File: src/design/cmlfs_pkg.sv
// ----------------------------------------------------------------------------
// cmlfs_pkg
// Geometry constants, descriptor types and queue sizing for the serializer.
// ----------------------------------------------------------------------------
package cmlfs_pkg;

  // Panel geometry.
  localparam int LINE_PIXELS = 128;
  localparam int LINE_COUNT  = 128;

  // Bytes per line are clamped to 2..128, lines per frame to 1..254.
  localparam int PAIRS_PER_LINE = (LINE_PIXELS / 2 < 2)   ? 2   :
                                  (LINE_PIXELS / 2 > 128) ? 128 : LINE_PIXELS / 2;
  localparam int LINES_TOTAL    = (LINE_COUNT < 1)   ? 1   :
                                  (LINE_COUNT > 254) ? 254 : LINE_COUNT;

  localparam logic [7:0] PAIRS_LIM = 8'(PAIRS_PER_LINE);
  localparam logic [7:0] LINES_LIM = 8'(LINES_TOTAL);

  // Bit sequence of one request: 16 header bits, 6 pixel bits, 8 trailer
  // bits and 8 bits of next address (or frame trailer).
  localparam int HDR_BITS = 16;
  localparam int PIX_BITS = 6;
  localparam int SEQ_LEN  = 38;
  localparam int POS_W    = $clog2(SEQ_LEN);

  localparam logic [POS_W-1:0] POS_PIX_FIRST = POS_W'(HDR_BITS);
  localparam logic [POS_W-1:0] POS_PIX_LAST  = POS_W'(HDR_BITS + PIX_BITS - 1);
  localparam logic [POS_W-1:0] POS_SEQ_LAST  = POS_W'(SEQ_LEN - 1);

  // Queue between the classifier and the serializer.
  localparam int QUEUE_DEPTH = 2;
  localparam int QPTR_W      = (QUEUE_DEPTH > 1) ? $clog2(QUEUE_DEPTH) : 1;
  localparam int QCNT_W      = $clog2(QUEUE_DEPTH + 1);

  // One classified request.
  typedef struct packed {
    logic          hdr;   // first byte of a frame: command and first address
    logic          eol;   // last byte of a line: trailer and next address
    logic          fin;   // last byte of the frame
    logic [5:0]    pix;   // pixel bits in transmit order
    logic [7:0]    addr;  // next line address
  } seg_desc_t;

  typedef struct packed {
    logic      push;
    seg_desc_t desc;
  } q_push_t;

  typedef struct packed {
    logic      nonempty;
    seg_desc_t desc;
  } q_head_t;

endpackage

File: src/design/cmlfs_in_if.sv
// ----------------------------------------------------------------------------
// cmlfs_in_if
// Byte input channel: valid/ready handshake carrying one pixel pair.
// ----------------------------------------------------------------------------
interface cmlfs_in_if;
  logic       valid;
  logic       ready;
  logic [7:0] pixel_pair;

  modport source (output valid, output pixel_pair, input ready);
  modport sink   (input valid, input pixel_pair, output ready);
endinterface

File: src/design/cmlfs_out_if.sv
// ----------------------------------------------------------------------------
// cmlfs_out_if
// Serial bit output channel: valid/ready handshake carrying one bit and marks.
// ----------------------------------------------------------------------------
interface cmlfs_out_if;
  logic valid;
  logic ready;
  logic serial_bit;
  logic last;
  logic frame_end;

  modport source (output valid, output serial_bit, output last, output frame_end,
                  input ready);
  modport sink   (input valid, input serial_bit, input last, input frame_end,
                  output ready);
endinterface

File: src/design/color_memory_lcd_frame_serializer.sv
// ----------------------------------------------------------------------------
// color_memory_lcd_frame_serializer
// Turns frame-buffer bytes into the serial bit stream of a frame write.
// ----------------------------------------------------------------------------
//
//   Channel   Direction   Payload                           Request
//   in_ch     input       pixel_pair[7:0]                   one frame-buffer byte
//   out_ch    output      serial_bit, last, frame_end       one serial data bit
//
// The serializer sends one bit per clock while the output is taken and
// requests are queued. Mid-line, a byte sends its six pixel bits; the first
// byte of a frame adds the command and first address, and a line's last
// byte adds the trailer and next address or frame trailer. A line holds
// at least two bytes, so no byte both opens a frame and closes a line.
// That one-bit-per-clock output register alone sets the throughput.
// Synchronous active-low reset clears the line and byte counters, the queue
// and the output valid flag, so the next byte starts a new frame.
// A stall on the output backs up into the two-entry queue; input ready falls
// only when the queue is full, so bytes are taken while earlier ones drain.
//
// The front part classifies each byte at acceptance: whether it opens a
// frame, whether it closes a line, whether it closes the frame, and which
// line address follows. The classified request waits in a short queue, and
// the back part walks its bit sequence, skipping the sections that the
// request does not need. Line counting thus runs ahead of the serial line.
// ----------------------------------------------------------------------------
module color_memory_lcd_frame_serializer (
  input  logic        clk,
  input  logic        rst_n,
  cmlfs_in_if.sink    in_ch,
  cmlfs_out_if.source out_ch
);
  import cmlfs_pkg::*;

  q_push_t q_push;
  q_head_t q_head;
  logic    q_full;
  logic    q_pop;

  // Classifier: owns the frame position and feeds the queue.
  cmlfs_front u_front (
    .clk    (clk),
    .rst_n  (rst_n),
    .in_ch  (in_ch),
    .q_full (q_full),
    .q_push (q_push)
  );

  // Decouples byte acceptance from bit output.
  cmlfs_queue u_queue (
    .clk    (clk),
    .rst_n  (rst_n),
    .q_push (q_push),
    .q_full (q_full),
    .q_pop  (q_pop),
    .q_head (q_head)
  );

  // Serializer with its registered output stage.
  cmlfs_back u_back (
    .clk    (clk),
    .rst_n  (rst_n),
    .q_head (q_head),
    .q_pop  (q_pop),
    .out_ch (out_ch)
  );

endmodule

File: src/design/cmlfs_front.sv
// ----------------------------------------------------------------------------
// cmlfs_front
// Accepts bytes, tracks line and byte position, and emits one descriptor each.
// ----------------------------------------------------------------------------
module cmlfs_front (
  input  logic              clk,
  input  logic              rst_n,
  cmlfs_in_if.sink          in_ch,
  input  logic              q_full,
  output cmlfs_pkg::q_push_t q_push
);
  import cmlfs_pkg::*;

  logic [7:0] line_r, line_nxt;
  logic [6:0] pair_r, pair_nxt;
  logic       accept;
  logic       hdr;
  logic [7:0] line_cur;
  logic [6:0] pair_inc;
  logic       eol;
  logic       fin;

  assign in_ch.ready = !q_full;
  assign accept      = in_ch.valid && !q_full;

  always_comb begin
    hdr      = (line_r == 8'd0);
    line_cur = hdr ? 8'd1 : line_r;
    pair_inc = (hdr ? 7'd0 : pair_r) + 7'd1;
    // A wrap of the 7-bit position also closes the line.
    eol      = (pair_inc == 7'd0) || ({1'b0, pair_inc} >= PAIRS_LIM);
    fin      = eol && (line_cur >= LINES_LIM);

    line_nxt = line_r;
    pair_nxt = pair_r;
    if (accept) begin
      if (eol) begin
        pair_nxt = 7'd0;
        line_nxt = fin ? 8'd0 : line_cur + 8'd1;
      end else begin
        pair_nxt = pair_inc;
        line_nxt = line_cur;
      end
    end

    q_push.push      = accept;
    q_push.desc.hdr  = hdr;
    q_push.desc.eol  = eol;
    q_push.desc.fin  = fin;
    q_push.desc.pix  = {in_ch.pixel_pair[6:4], in_ch.pixel_pair[2:0]};
    q_push.desc.addr = line_cur + 8'd1;
  end

  always_ff @(posedge clk) begin
    if (!rst_n) begin
      line_r <= 8'd0;
      pair_r <= 7'd0;
    end else begin
      line_r <= line_nxt;
      pair_r <= pair_nxt;
    end
  end

endmodule

File: src/design/cmlfs_queue.sv
// ----------------------------------------------------------------------------
// cmlfs_queue
// Short descriptor FIFO between the classifier and the serializer.
// ----------------------------------------------------------------------------
module cmlfs_queue (
  input  logic               clk,
  input  logic               rst_n,
  input  cmlfs_pkg::q_push_t q_push,
  output logic               q_full,
  input  logic               q_pop,
  output cmlfs_pkg::q_head_t q_head
);
  import cmlfs_pkg::*;

  seg_desc_t           mem_r [QUEUE_DEPTH];
  logic [QPTR_W-1:0]   wptr_r, wptr_nxt;
  logic [QPTR_W-1:0]   rptr_r, rptr_nxt;
  logic [QCNT_W-1:0]   cnt_r, cnt_nxt;

  assign q_full          = (cnt_r == QCNT_W'(QUEUE_DEPTH));
  assign q_head.nonempty = (cnt_r != '0);
  assign q_head.desc     = mem_r[rptr_r];

  always_comb begin
    wptr_nxt = wptr_r;
    rptr_nxt = rptr_r;
    cnt_nxt  = cnt_r;
    if (q_push.push) begin
      wptr_nxt = (wptr_r == QPTR_W'(QUEUE_DEPTH - 1)) ? '0 : wptr_r + 1'b1;
    end
    if (q_pop) begin
      rptr_nxt = (rptr_r == QPTR_W'(QUEUE_DEPTH - 1)) ? '0 : rptr_r + 1'b1;
    end
    case ({q_push.push, q_pop})
      2'b10:   cnt_nxt = cnt_r + 1'b1;
      2'b01:   cnt_nxt = cnt_r - 1'b1;
      default: cnt_nxt = cnt_r;
    endcase
  end

  always_ff @(posedge clk) begin
    if (!rst_n) begin
      wptr_r <= '0;
      rptr_r <= '0;
      cnt_r  <= '0;
    end else begin
      wptr_r <= wptr_nxt;
      rptr_r <= rptr_nxt;
      cnt_r  <= cnt_nxt;
    end
  end

  always_ff @(posedge clk) begin
    if (q_push.push) begin
      mem_r[wptr_r] <= q_push.desc;
    end
  end

endmodule

File: src/design/cmlfs_back.sv
// ----------------------------------------------------------------------------
// cmlfs_back
// Serializer: walks each descriptor's bits, one per clock unless stalled.
// ----------------------------------------------------------------------------
module cmlfs_back (
  input  logic               clk,
  input  logic               rst_n,
  input  cmlfs_pkg::q_head_t q_head,
  output logic               q_pop,
  cmlfs_out_if.source        out_ch
);
  import cmlfs_pkg::*;

  seg_desc_t          cur_r, cur_nxt;
  logic               cur_v_r, cur_v_nxt;
  logic [POS_W-1:0]   pos_r, pos_nxt;
  logic               out_v_r, out_v_nxt;
  logic               out_bit_r, out_bit_nxt;
  logic               out_last_r, out_last_nxt;
  logic               out_fe_r, out_fe_nxt;

  logic [SEQ_LEN-1:0] seq;
  logic [POS_W-1:0]   end_pos;
  logic               fire;
  logic               at_end;
  logic               load;

  always_comb begin
    // Command 0x80 MSB-first, then address 1 LSB-first: one set bit each.
    seq        = '0;
    seq[0]     = 1'b1;
    seq[8]     = 1'b1;
    seq[21:16] = cur_r.pix;
    seq[37:30] = cur_r.fin ? 8'd0 : cur_r.addr;

    end_pos = cur_r.eol ? POS_SEQ_LAST : POS_PIX_LAST;
    at_end  = (pos_r == end_pos);
    fire    = cur_v_r && (!out_v_r || out_ch.ready);
    load    = q_head.nonempty && (!cur_v_r || (fire && at_end));
    q_pop   = load;

    out_v_nxt    = out_v_r;
    out_bit_nxt  = out_bit_r;
    out_last_nxt = out_last_r;
    out_fe_nxt   = out_fe_r;
    if (fire) begin
      out_v_nxt    = 1'b1;
      out_bit_nxt  = seq[pos_r];
      out_last_nxt = at_end;
      out_fe_nxt   = at_end && cur_r.fin;
    end else if (out_ch.ready) begin
      out_v_nxt = 1'b0;
    end

    cur_nxt   = cur_r;
    cur_v_nxt = cur_v_r;
    pos_nxt   = pos_r;
    if (load) begin
      cur_nxt   = q_head.desc;
      cur_v_nxt = 1'b1;
      pos_nxt   = q_head.desc.hdr ? '0 : POS_PIX_FIRST;
    end else if (fire && at_end) begin
      cur_v_nxt = 1'b0;
    end else if (fire) begin
      pos_nxt = pos_r + 1'b1;
    end
  end

  assign out_ch.valid      = out_v_r;
  assign out_ch.serial_bit = out_bit_r;
  assign out_ch.last       = out_last_r;
  assign out_ch.frame_end  = out_fe_r;

  always_ff @(posedge clk) begin
    if (!rst_n) begin
      cur_v_r <= 1'b0;
      out_v_r <= 1'b0;
    end else begin
      cur_v_r <= cur_v_nxt;
      out_v_r <= out_v_nxt;
    end
  end

  always_ff @(posedge clk) begin
    cur_r      <= cur_nxt;
    pos_r      <= pos_nxt;
    out_bit_r  <= out_bit_nxt;
    out_last_r <= out_last_nxt;
    out_fe_r   <= out_fe_nxt;
  end

endmodule

File: src/flat_wrapper.sv
// flat-port wrapper written by rule: the top's interface ports become plain ports
module color_memory_lcd_frame_serializer_flat import cmlfs_pkg::*;
  (clk, rst_n, in_ch_valid, in_ch_pixel_pair, in_ch_ready, out_ch_valid, out_ch_serial_bit, out_ch_last, out_ch_frame_end, out_ch_ready);
  cmlfs_in_if in_ch_i ();
  cmlfs_out_if out_ch_i ();
  input  logic clk;
  input  logic rst_n;
  input wire logic [$bits(in_ch_i.valid)-1:0] in_ch_valid;
  input wire logic [$bits(in_ch_i.pixel_pair)-1:0] in_ch_pixel_pair;
  output wire logic [$bits(in_ch_i.ready)-1:0] in_ch_ready;
  output wire logic [$bits(out_ch_i.valid)-1:0] out_ch_valid;
  output wire logic [$bits(out_ch_i.serial_bit)-1:0] out_ch_serial_bit;
  output wire logic [$bits(out_ch_i.last)-1:0] out_ch_last;
  output wire logic [$bits(out_ch_i.frame_end)-1:0] out_ch_frame_end;
  input wire logic [$bits(out_ch_i.ready)-1:0] out_ch_ready;
  assign in_ch_i.valid = in_ch_valid;
  assign in_ch_i.pixel_pair = in_ch_pixel_pair;
  assign in_ch_ready = in_ch_i.ready;
  assign out_ch_valid = out_ch_i.valid;
  assign out_ch_serial_bit = out_ch_i.serial_bit;
  assign out_ch_last = out_ch_i.last;
  assign out_ch_frame_end = out_ch_i.frame_end;
  assign out_ch_i.ready = out_ch_ready;
  color_memory_lcd_frame_serializer u_core (.clk(clk), .rst_n(rst_n), .in_ch(in_ch_i), .out_ch(out_ch_i));
endmodule
File: config.mk
export PLATFORM = sky130hd
export DESIGN_NAME = color_memory_lcd_frame_serializer_flat
export DESIGN_NICKNAME = d
export VERILOG_FILES = /design/src/design/cmlfs_pkg.sv /design/src/design/cmlfs_in_if.sv /design/src/design/cmlfs_out_if.sv /design/src/design/color_memory_lcd_frame_serializer.sv /design/src/design/cmlfs_front.sv /design/src/design/cmlfs_queue.sv /design/src/design/cmlfs_back.sv /design/src/flat_wrapper.sv
export SDC_FILE = /design/constraint.sdc
export NUM_CORES = 1
export LEC_CHECK = 0
export ABC_AREA = 1
export ABC_CLOCK_PERIOD_IN_PS = 6200
export BUFFER_PORTS_ARGS = -buffer_cell sky130_fd_sc_hd__buf_2
export CORE_MARGIN = 2
export CORE_UTILIZATION = 56
export CTS_BUF_LIST = sky130_fd_sc_hd__clkbuf_4
export CTS_CLUSTER_DIAMETER = 80
export DETAILED_ROUTE_END_ITERATION = 16
export PLACE_DENSITY = 0.79
export SKIP_CTS_REPAIR_TIMING = 1
export SYNTH_ARGS = -nofsm -noshare
export SYNTH_HDL_FRONTEND = slang
export SYNTH_SLANG_ARGS = --single-unit
File: constraint.sdc
create_clock -name clk -period 6.2 [get_ports clk]
set_input_delay 1.24 -clock clk [delete_from_list [all_inputs] [get_ports clk]]
set_output_delay 1.24 -clock clk [all_outputs]
set_load 0.005 [all_outputs]
After elaboration in Yosys (flattened, before gate mapping):

Memory sizes are Yosys's and may differ from the RTL's. A register that Yosys moved wholly into a read port is not among the register bits.
Cells that the tools add are included.

* output and inout bits: 5
* bits in registers: 46
* memories kept: 1
* memory bits (read-only): 0
* bits in writable memories: 34
* input bits: 12
* latch bits: 0

* shifts and indexed selects: 0
* bitwise logic cells: 0
* $add $sub $neg: 7
* equality and inequality tests: 5
* multipliers: 0
* order comparisons: 3
* reductions and logical operators: 20
* muxes and demuxes: 24
* div/mod/pow operators: 0

Memories
* u_core.u_queue.mem_r: depth 2, bits a word 17, read ports 1, clocked after Yosys merged registers in 1, wr ports 1, line cmlfs_queue.sv:15 `seg_desc_t mem_r [QUEUE_DEPTH];`

Operators by type and width (count)
* 8-bit 2-to-1 mux: 4
* 6-bit 2-to-1 mux: 4
* 7-bit 2-to-1 mux: 2
* 1-bit 2-to-1 mux: 11
* 2-bit nonzero test: 5
* 8-bit by 1-bit adder with 8-bit output, second input constant: 1
* 8-bit greater-or-equal comparator, second input constant: 1
* 8-bit zero test: 1
* 7-bit by 1-bit adder with 7-bit output, second input constant: 1
* 7-bit greater-or-equal comparator, second input constant: 1
* 7-bit zero test: 1
* 6-bit by 7-bit less-than comparator with 1-bit output, second input constant: 1
* 6-bit by 1-bit adder with 6-bit output, second input constant: 1
* 1-bit binary-select mux with 6-bit select: 1
* 6-bit equality test: 1
* 1-bit logical AND: 6
* 5-bit 2-to-1 mux: 1
* 2-bit equality test, second input constant: 2
* 2-bit case mux with 2 select lines: 1
* 1-bit zero test: 3
* 1-bit logical OR: 3
* 1-bit adder, second input constant: 2
* 2-bit by 1-bit adder with 2-bit output, second input constant: 1
* 2-bit by 1-bit equality test with 1-bit output, second input constant: 1
* other kinds (3): 3

Logic depth before layout (Yosys ltp):

Gate-level depths: netlist of the first run.

* depth in word-level cells: 8
* depth in mapped cells: 19
* depth with buffers taken out: 17

Hierarchy:

From an unflattened synthesis of the first run, not the netlist that was laid out.

* cell total of the unflattened synthesis: 359
* area, all modules: 3767.4 µm²

By module, submodules not included
* cmlfs_queue: seq. area each 1121.1 µm², instances 1, area each 1507.7 µm², cells an instance 88
* cmlfs_back: seq. area each 790.8 µm², instances 1, area each 1238.7 µm², cells an instance 113
* cmlfs_front: seq. area each 300.3 µm², instances 1, area each 1021.0 µm², cells an instance 158

Least setup slack after synthesis of the first run:

Ideal clock, no wire load.

* path kind: input -> register
* start point: input out_ch_ready
* end point: register u_core.u_queue.cnt_r[1]
* buffers on the path: 1
* path slack: 3289 ps
* data arrival time: 2841 ps
* cell stages on the path: 13
* data required time: 6130 ps
* cells stage by stage: inv_1 > nand2_1 > nand2_1 > o21ai_0 > o21ai_0 > inv_1 > buf_2 > ha_1 > inv_1 > nand2_1 > nor2_1 > o21ai_0 > a21oi_1

* cells in the longest elaborated chain, start to end: 7
* elaborated cells on any way between the ends: 9

Ends and longest elaborated chain
* start, declared: line flat_wrapper.sv:15 `input wire logic [$bits(out_ch_i.ready)-1:0] out_ch_ready;`
* 1-bit logical OR *: line cmlfs_back.sv:38 `fire = cur_v_r && (!out_v_r || out_ch.ready);`
* 1-bit logical AND *: line cmlfs_back.sv:38
* 1-bit logical AND *: line cmlfs_back.sv:39 `load = q_head.nonempty && (!cur_v_r || (fire && at_end));`
* 1-bit logical OR *: line cmlfs_back.sv:39
* 1-bit logical AND *: line cmlfs_back.sv:39
* via u_core.q_pop: line color_memory_lcd_frame_serializer.sv:38 `logic q_pop;`
* 2-bit by 1-bit equality test with 1-bit output / 2-bit equality test (equally long branches): line cmlfs_queue.sv:34 `case ({q_push.push, q_pop})`
* 2-bit case mux with 2 select lines / 2-bit nonzero test (equally long branches)
* end signal, assigned: line cmlfs_queue.sv:49 `cnt_r <= cnt_nxt;`
* end, declared: line cmlfs_queue.sv:18 `logic [QCNT_W-1:0] cnt_r, cnt_nxt;`

The timed path passes the listed nets; every way through them passes the cells marked *.
A chain may end at the register's enable or synchronous reset.

Final worst setup path of the first run:

* start point: register u_core.u_back.pos_r[0]
* end point: register u_core.u_queue.cnt_r[1]

* cells in the longest elaborated chain, start to end: 6
* elaborated cells on any way between the ends: 8

Ends and longest elaborated chain
* start, declared: line cmlfs_back.sv:16 `logic [POS_W-1:0] pos_r, pos_nxt;`
* start signal, assigned: line cmlfs_back.sv:86 `pos_r <= pos_nxt;`
* 6-bit equality test *: line cmlfs_back.sv:37 `at_end = (pos_r == end_pos);`
* 1-bit logical AND *: line cmlfs_back.sv:39
* 1-bit logical OR *: line cmlfs_back.sv:39
* 1-bit logical AND *: line cmlfs_back.sv:39
* 2-bit by 1-bit equality test with 1-bit output / 2-bit equality test (equally long branches): line cmlfs_queue.sv:34
* 2-bit case mux with 2 select lines / 2-bit nonzero test (equally long branches)

Mark *: on every way between the ends. The rest lies on a longest branch, timed or not.

==> impl_metrics.yaml, run 1 <==
clock_tree:
  cts_tree: "built"
  cts-buffers-inserted: 9
  clk_pin_slew_worst_paths_ns: 0.13
  htreeDepth: 3
  cts.sinks: 81
  clockBufferDepth: 2
  cts-root-buf: "clkbuf_4"
  worst_skew_pair.late_latency_ns: 0.42
grt:
  antenna_found_initial: 0
  gr-total-overflow: 0
  grt_busiest_layer: "met2"
  met3_usage_pct: 4.25
  grt_pass1_vias: 2290
  use_met2_pct: 29.1
  grt_util_all_layers_pct: 17.7
  grt_pass1_wl_mm: 9.87
  met1_usage_pct: 21.7
  grt_max_degree: 28
logic_synthesis:
  async_reset_ff_share_pct: 0
  synth_fa_ha_area_share_pct: 1.75
  synth_compound_area_share_pct: 7.76
  synth_nets: 358
  synth_seq_cells: 81
  ys_warn_count: 0
  synth.most_common_cell: "edfxtp_1"
  synth_common_cells: "edfxtp_1 (59), nand2_1 (58), inv_1 (43)"
  netlist_area_mm2: 0.00358
  synth_top_family_by_area: "simple AND/OR/NAND/NOR gates"
  synth-edff-count: 59
  synth_seq_area_share_pct: 61.8
  synth_xor_area_share_pct: 0.734
  syn_inst: 341
  yosysTopAreaCellShare_pct: 49.5
  synth_top_cell_by_area: "edfxtp_1"
  synthMuxAreaShare_pct: 5.31
  synth.avg_cell_area_um2: 10.5
  ys.flop_type: "edfxtp_1"
  synth_area_leaders: "edfxtp_1 (50%), dfxtp_1 (12%), nand2_1 (6.1%), mux2_2 (5.0%), inv_1 (4.5%)"
  yosys.area_share.simple_pct: 16.6
  yosysUniqueCellTypes: 29
place:
  io_buffer_count: 14
  gp_congestion: 0.779
  post-place-ws_ns: 2.71
  dp_hpwl_mm: 3.87
  placedCellCount: 425
floorplanning:
  initial_core_util_pct: 57.0
  dieArea_mm2: 0.00705
  num_rows: 29
  die_height_um: 83.9
  io_pins: 17
  fp.dieW_um: 83.9
  core_area_mm2: 0.00628
power:
  finalPower_mw: 1.58
  ir_worst_vdd_v: 0.000214
  power_density_mw_per_mm2: 407
  p_leak_nw: 1.54
detailed_routing:
  drt-initial-drc-count: 115
  ant_nets: 0
  num_vias: 2347
  vias_per_cell: 5.32
  route.detailed.drc: 0
  firstDrtPassIters: 4
  routed_wl_mm: 5.65
  wl_per_cell_um: 12.8
critical_path:
  cpLargestDelayFamily: "buffers and inverters"
  worstPathCellList: "ha_1 > nand2_1 > nor2_1 > o211ai_1 > o21ai_0 > o21ai_0 > inv_1 > ha_1 > inv_1 > nand2_1 > nor2_1 > o21ai_0 > a21oi_1"
  worstSetupStartpointType: "register"
  critical_path_class: "register to register"
  critPathBufInv: 2
  cp.arrival_ns: 3.46
  critPathRequiredTime_ns: 6.57
  critPathMaxStageDelay_ns: 0.69
  cpMostUsedCell: "o21ai_0"
  cpMaxStageDelayCell: "inv_1"
  cp_max_fo: 27
  end_kind: "register"
timing:
  setup_slack_ns: 3.10
  tightest_slew_ns: 0.884
  setup_viol: 0
  max_freq_ghz: 0.323
  period_minus_slack_ns: 3.10
  finalCritPeriodShare_pct: 49.9
  skew_ns: 0.0228
  setup_tns_ns: 0
  maxSlewViolCount: 0
  hold_viol_final: 0
  rsz0062_at_grt: "no"
  slew_headroom_pct: 40.5
final_layout:
  drive_gt1_share_pct: 17.9
  nNetsFinal: 376
  instances_no_fill: 441
  n_fill_cell: 491
  syn2layout_area_growth_pct: 8.95
  insertedDiodeCount: 0
worst_hold_path:
  hold_class: "register to register"
job:
  drv_cap: 0
outcome:
  outcome: "completed"
-- layout by cell type (no fill, tap or decap), types with 2 or more instances in the layout --
| cell | netlist | routed |
|---|---|---|
| ha_1 | 5 | 5 |
| buf_2 | 1 | 14 |
| edfxtp_1 | 59 | 59 |
| nor3b_1 | 2 | 2 |
| nor2_1 | 40 | 40 |
| dfxtp_1 | 22 | 22 |
| mux2_2 | 16 | 16 |
| nand4_1 | 8 | 8 |
| clkbuf_4 | 0 | 10 |
| nand2_2 | 8 | 8 |
| nor2_2 | 2 | 2 |
| bufinv_16 | 0 | 3 |
| a21oi_2 | 4 | 4 |
| xor2_1 | 3 | 3 |
| nand3_1 | 9 | 9 |
| nor3_1 | 3 | 3 |
| a21oi_1 | 21 | 21 |
| inv_1 | 43 | 43 |
| buf_4 | 0 | 2 |
| o21ai_0 | 17 | 17 |
| nand2_1 | 58 | 58 |
| o211ai_1 | 5 | 5 |
-- kinds of logic after synthesis --
group                    Yosys count
AND/OR/NAND/NOR                  133
flip-flops                        81
buffers and inverters             53
AO/OA/AOI/OAI                     49
multiplexers                      17
adder cells (fa/ha/maj)            5
XOR/XNOR                           3
-- report_power, final --
part | leakage [nW] | total (mW) | switching (mW) | internal, mW
registers | 0.740 | 0.848 | 0.0843 | 0.763
logic | 0.701 | 0.349 | 0.218 | 0.131
clock network | 0.102 | 0.388 | 0.177 | 0.211
-- layer usage --
layer  share of wire (%)  vias up
li1                    -     1193
met1                  44     1105
met2                  51       41
met3                 3.7        8
met4                 1.2        0
met5                   0        -
-- registers in the layout, indices dropped and copies added, names as in the netlist, named ones only --
| signal | flops |
|---|---|
| u_core.u_back.cur_r | 16 |
| u_core.u_back.cur_v_r | 1 |
| u_core.u_back.out_ch.frame_end | 1 |
| u_core.u_back.out_ch.last | 1 |
| u_core.u_back.out_ch.serial_bit | 1 |
| u_core.u_back.out_ch.valid | 1 |
| u_core.u_back.pos_r | 6 |
| u_core.u_front.line_r | 8 |
| u_core.u_front.pair_r | 7 |
| u_core.u_queue.cnt_r | 2 |
| u_core.u_queue.mem_r | 34 |
| u_core.u_queue.rptr_r | 1 |
| u_core.u_queue.wptr_r | 1 |
-- per-stage QoR --
| step | hold WS (ns) | utilization (%) | cell area [µm²] |
|---|---|---|---|
| after CTS | 0.464 | 62.1 | 3900 |
| after floorplan | 0.425 | - | 3580 |
| final | 0.458 | 62.1 | 3900 |
| after global placement | 0.435 | 59.1 | 3710 |
| after global routing | 0.484 | 62.1 | 3900 |
| after detailed placement | 0.448 | 59.1 | 3710 |
-- final cells by class --
cell class                      count  area [µm²]  share of cell area (%)
Clock buffer                       10        75.1                    1.93
Clock inverter                      6         114                    2.92
Inverter                           44         165                    4.24
Multi-Input combinational cell    207        1150                    29.5
Sequential cell                    81        2210                    56.7
Tap cell                           77        96.3                    2.47
Timing Repair Buffer               16        85.1                    2.18
-- final timing paths --
kind	depth (start not counted)	startpoint	slack, ns	endpoint
worst max-delay path	13	u_core.u_back.pos_r[0]	3.10	u_core.u_queue.cnt_r[1]
worst min-delay path	1	u_core.u_queue.rptr_r	0.46	register
worst max register to register	13	u_core.u_back.pos_r[0]	3.10	u_core.u_queue.cnt_r[1]
worst min register to register	1	u_core.u_queue.rptr_r	0.46	register
Power figures use the tool's default switching activity.
==> inputs of run 2 (changes only) <==
ABC_CLOCK_PERIOD_IN_PS = 2800   (was 6200)
PLACE_DENSITY = 0.82   (was 0.79)
clock period = 2.8 ns   (was 6.2 ns; I/O delays follow)
==> run 2 against run 1 <==
- sequential share of layout area fell by 0.24 points
- total power rose by 120%
- count of clock-buffer cells in the layout did not move
- via count rose by 0.13%
- worst hold slack got worse by 0.15 ns
==> impl_metrics.yaml, run 2 (same netlist as run 1, synthesis figures left out) <==
critical_path:
  rr_worst_depth: 18
  timing.rr.start: "u_core.u_front.line_r[7]"
  end_kind: "register"
  cp.arrival_ns: 2.83
  critPathRequiredTime_ns: 3.10
  cp_max_fo: 12
  r2r_end: "u_core.u_front.line_r[0]"
  critical_path_class: "register to register"
  worstSetupStartpointType: "register"
  r2r_slack_ns: 0.27
grt:
  grt_pass1_wl_mm: 9.94
  grt_max_degree: 27
  grt_pass1_vias: 2301
  met3_usage_pct: 5.54
  grt_util_all_layers_pct: 18.1
  met1_usage_pct: 21.0
  grt_busiest_layer: "met2"
  use_met2_pct: 30.6
  antenna_found_initial: 0
  gr-total-overflow: 0
job:
  drv_cap: 0
timing:
  setup_viol: 0
  setup_slack_ns: 0.270
  setup_tns_ns: 0
  maxSlewViolCount: 0
  finalCritPeriodShare_pct: 90.4
  skew_ns: 0.0361
  slew_headroom_pct: 39.0
  period_minus_slack_ns: 2.53
  tightest_slew_ns: 0.906
  max_freq_ghz: 0.395
  rsz0062_at_grt: "no"
  hold_viol_final: 0
power:
  power_density_mw_per_mm2: 887
  ir_worst_vdd_v: 0.000526
  finalPower_mw: 3.47
  p_leak_nw: 1.55
clock_tree:
  cts-buffers-inserted: 9
  cts.sinks: 81
  cts_tree: "built"
  clockBufferDepth: 2
  htreeDepth: 3
  cts-root-buf: "clkbuf_4"
  worst_skew_pair.late_latency_ns: 0.44
  clk_pin_slew_worst_paths_ns: 0.13
floorplanning:
  die_height_um: 83.9
  num_rows: 29
  initial_core_util_pct: 57.0
  core_area_mm2: 0.00628
  io_pins: 17
  fp.dieW_um: 83.9
  dieArea_mm2: 0.00705
detailed_routing:
  ant_nets: 0
  firstDrtPassIters: 4
  wl_per_cell_um: 13.1
  vias_per_cell: 5.28
  route.detailed.drc: 0
  routed_wl_mm: 5.85
  drt-initial-drc-count: 180
  num_vias: 2350
final_layout:
  nNetsFinal: 380
  final_cell_mix: "edfxtp_1 (59), nand2_1 (57), inv_1 (42), nor2_1 (40)"
  regMostFlops: "u_core.u_queue.mem_r"
  multi_input_area_mm2: 0.00116
  register_area_mm2: 0.00221
  layout_commonest_cell: "edfxtp_1"
  fin_util_pct: 62.4
  n_fill_cell: 472
  insertedDiodeCount: 0
  largest_reg_flops: 34
  instances_no_fill: 445
  drive_gt1_share_pct: 19.6
  reg_top3: "u_core.u_queue.mem_r x34, u_core.u_back.cur_r x16, u_core.u_front.line_r x8"
  syn2layout_area_growth_pct: 9.48
place:
  post-place-ws_ns: 0.0972
  io_buffer_count: 14
  dp_hpwl_mm: 3.96
  placedCellCount: 429
  gp_congestion: 0.821
worst_hold_path:
  min_from: "in_ch_pixel_pair[5]"
  hold_end: "u_core.u_queue.mem_r[0][12]"
  whs_path_depth: 1
  hold_class: "input port to register"
outcome:
  outcome: "completed"
run 2: worst max-delay path by stage:
stage                                         from                        to  slack, ns
after CTS                 u_core.u_front.line_r[7]  u_core.u_front.line_r[7]       0.09
after floorplan             u_core.u_back.pos_r[1]   u_core.u_queue.cnt_r[1]       0.37
after global placement    u_core.u_front.line_r[7]  u_core.u_front.line_r[7]       0.20
final                     u_core.u_front.line_r[7]  u_core.u_front.line_r[0]       0.27
after global routing      u_core.u_front.line_r[7]  u_core.u_front.line_r[5]       0.02
after detailed placement  u_core.u_front.line_r[7]  u_core.u_front.line_r[7]        0.1
run 2: metal layers:
metal	vias up	share of wire, %
met5	-	0
met1	1098	43
met4	0	2.4
li1	1203	-
met2	35	51
met3	14	3.4
run 2: layout make-up:
type	instances	share of cell area, %
sequential	81	56.5
multi-input combinational	207	29.6
inverter	44	4.22
timing repair buffer	20	2.94
tap	77	2.46
clock inverter	6	2.40
clock buffer	10	1.92
run 2: metrics by stage:
step	hold slack, ns	cell area, µm²
global placement	0.434	3740
detailed placement	0.439	3740
floorplan	0.425	3580
CTS	0.278	3910
finish	0.309	3920
global route	0.262	3920
run 2: where the power goes:
group / total [mW] / switching (mW) / internal (mW)
clock: 0.776 / 0.399 / 0.376
sequential: 1.86 / 0.171 / 1.69
combinational: 0.839 / 0.523 / 0.317
total: 3.47 / 1.09 / 2.38
run 2: critical path, stage by stage (launching register included):
cell and delay [ns]:
dfxtp_2 0.37, inv_2 0.13, nand2_1 0.07, nor2_1 0.19
nand2_4 0.15, inv_2 0.15, nor2_1 0.06, ha_1 0.20
nand2_1 0.10, inv_1 0.06, nand4_1 0.11, nand3_1 0.08
nor2_1 0.14, nand2_2 0.09, nand2_2 0.14, buf_4 0.19
nand2_1 0.06, nand3_1 0.07, a21oi_1 0.07
==> inputs of run 3 (changes only) <==
==> constraint.sdc (replaced) <==
create_clock -name clk -period 2.8 [get_ports clk]
set_input_delay 0.42 -clock clk [delete_from_list [all_inputs] [get_ports clk]]
set_output_delay 0.42 -clock clk [all_outputs]
set_load 0.005 [all_outputs]
==> run 3 against run 2 <==
- clock power decreased by 0.9%
- utilization decreased by 0.24 points
- count of clock-buffer cells in the layout unchanged
- largest power group unchanged
==> impl_metrics.yaml, run 3 (same netlist as run 1, synthesis figures left out) <==
critical_path:
  critPathRequiredTime_ns: 3.14
  worstSetupStartpointType: "register"
  rr_worst_depth: 17
  cp.arrival_ns: 2.88
  cp_max_fo: 12
  r2r_end: "u_core.u_front.line_r[6]"
  timing.rr.start: "u_core.u_front.line_r[7]"
  r2r_slack_ns: 0.26
  critical_path_class: "register to register"
  end_kind: "register"
clock_tree:
  worst_skew_pair.late_latency_ns: 0.42
  cts-root-buf: "clkbuf_4"
  cts-buffers-inserted: 9
  cts_tree: "built"
  htreeDepth: 3
  cts.sinks: 81
  clk_pin_slew_worst_paths_ns: 0.13
  clockBufferDepth: 2
place:
  gp_congestion: 0.802
  placedCellCount: 428
  dp_hpwl_mm: 3.86
  io_buffer_count: 14
power:
  ir_worst_vdd_v: 0.000512
  p_leak_nw: 1.55
  power_density_mw_per_mm2: 883
detailed_routing:
  routed_wl_mm: 5.67
  route.detailed.drc: 0
  wl_per_cell_um: 12.8
  firstDrtPassIters: 4
  num_vias: 2337
  vias_per_cell: 5.26
  drt-initial-drc-count: 188
  ant_nets: 0
grt:
  antenna_found_initial: 0
  grt_max_degree: 27
  grt_pass1_wl_mm: 9.69
  grt_pass1_vias: 2258
  gr-total-overflow: 0
  grt_util_all_layers_pct: 17.4
timing:
  tightest_slew_ns: 0.884
  finalCritPeriodShare_pct: 90.7
  setup_viol: 0
  rsz0062_at_grt: "no"
  skew_ns: 0.0145
  maxSlewViolCount: 0
  setup_tns_ns: 0
  slew_headroom_pct: 40.5
  max_freq_ghz: 0.394
  period_minus_slack_ns: 2.54
  whs_ns: 0.182
  hold_viol_final: 0
final_layout:
  largest_reg_flops: 34
  final_cell_mix: "edfxtp_1 (59), nand2_1 (57), inv_1 (42), nor2_1 (40)"
  instances_no_fill: 444
  regMostFlops: "u_core.u_queue.mem_r"
  insertedDiodeCount: 0
  nNetsFinal: 379
  drive_gt1_share_pct: 19.3
  layout_commonest_cell: "edfxtp_1"
  syn2layout_area_growth_pct: 9.06
  reg_top3: "u_core.u_queue.mem_r x34, u_core.u_back.cur_r x16, u_core.u_front.line_r x8"
floorplanning:
  initial_core_util_pct: 57.0
  dieArea_mm2: 0.00705
  io_pins: 17
  num_rows: 29
  fp.dieW_um: 83.9
  die_height_um: 83.9
  core_area_mm2: 0.00628
outcome:
  outcome: "completed"
worst_hold_path:
  hold_class: "input port to register"
  whs_path_depth: 1
  hold_end: "u_core.u_queue.mem_r[0][12]"
  min_from: "in_ch_pixel_pair[5]"
job:
  drv_cap: 0
==> run 3: changes by cell type in the layout (fill, tap and decap cells not counted), sizes merged <==
cell	delta
inv	+1
clkinv	-1
buf	-1
==> run 3: worst max-delay path by stage <==
| stage | from | endpoint | slack [ns] |
|---|---|---|---|
| finish | u_core.u_front.line_r[7] | u_core.u_front.line_r[6] | 0.26 |
| global route | u_core.u_front.line_r[7] | u_core.u_front.line_r[4] | 0.05 |
| CTS | u_core.u_front.line_r[7] | u_core.u_front.line_r[6] | 0.12 |
| detailed placement | u_core.u_front.line_r[7] | u_core.u_front.line_r[1] | 0.16 |
| global placement | u_core.u_front.line_r[7] | u_core.u_front.line_r[7] | 0.22 |
| floorplan | u_core.u_back.pos_r[1] | u_core.u_queue.cnt_r[1] | 0.37 |
==> run 3: critical path: stages, from the launching register on <==
cell and delay, ns:
dfxtp_2 0.37, inv_2 0.13, nand2_1 0.07, nor2_1 0.13
nand2_2 0.18, inv_2 0.16, nor2_1 0.05, ha_1 0.20
nand2_1 0.09, inv_1 0.06, nand4_1 0.11, nand3_1 0.09
nor2_1 0.15, nand2_2 0.09, nand2_2 0.14, buf_4 0.19
nand4_1 0.09, a21oi_1 0.16
==> run 3: routing by layer <==
metal / part of all wire (%) / track usage [%] / vias to the layer above / routed length, µm
li1: - / - / 1199 / -
met1: 45 / 21.2 / 1078 / 2530
met2: 50 / 28.7 / 48 / 2830
met3: 3.3 / 4.25 / 12 / 190
met4: 2.2 / 8.94 / 0 / 123
met5: 0 / 0 / - / 0
==> run 3: final cells by class <==
class	instances	area, µm²
clock buffers	10	75.1
clock inverters	6	91.3
fillers	508	2370
inverters	44	165
multi-input cells	207	1150
flip-flops and latches	81	2210
well taps	77	96.3
repair buffers	19	108
==> run 3: stage by stage <==
step / instance area, µm² / util (%) / total power [mW] / worst slack [ns]
2_1_floorplan: 3580 / - / 2.47 / 0.373
3_3_place_gp: 3730 / 59.5 / 2.66 / 0.215
3_5_place_dp: 3730 / 59.5 / 2.70 / 0.156
4_1_cts: 3900 / 62.1 / 3.47 / 0.121
5_1_grt: 3900 / 62.2 / 3.68 / 0.0474
6_report: 3900 / 62.2 / 3.45 / 0.260
==> run 3: report_power, final <==
part / internal [mW] / total (mW) / switching [mW]
registers: 1.69 / 1.85 / 0.166
logic: 0.311 / 0.825 / 0.514
clock network: 0.376 / 0.769 / 0.393
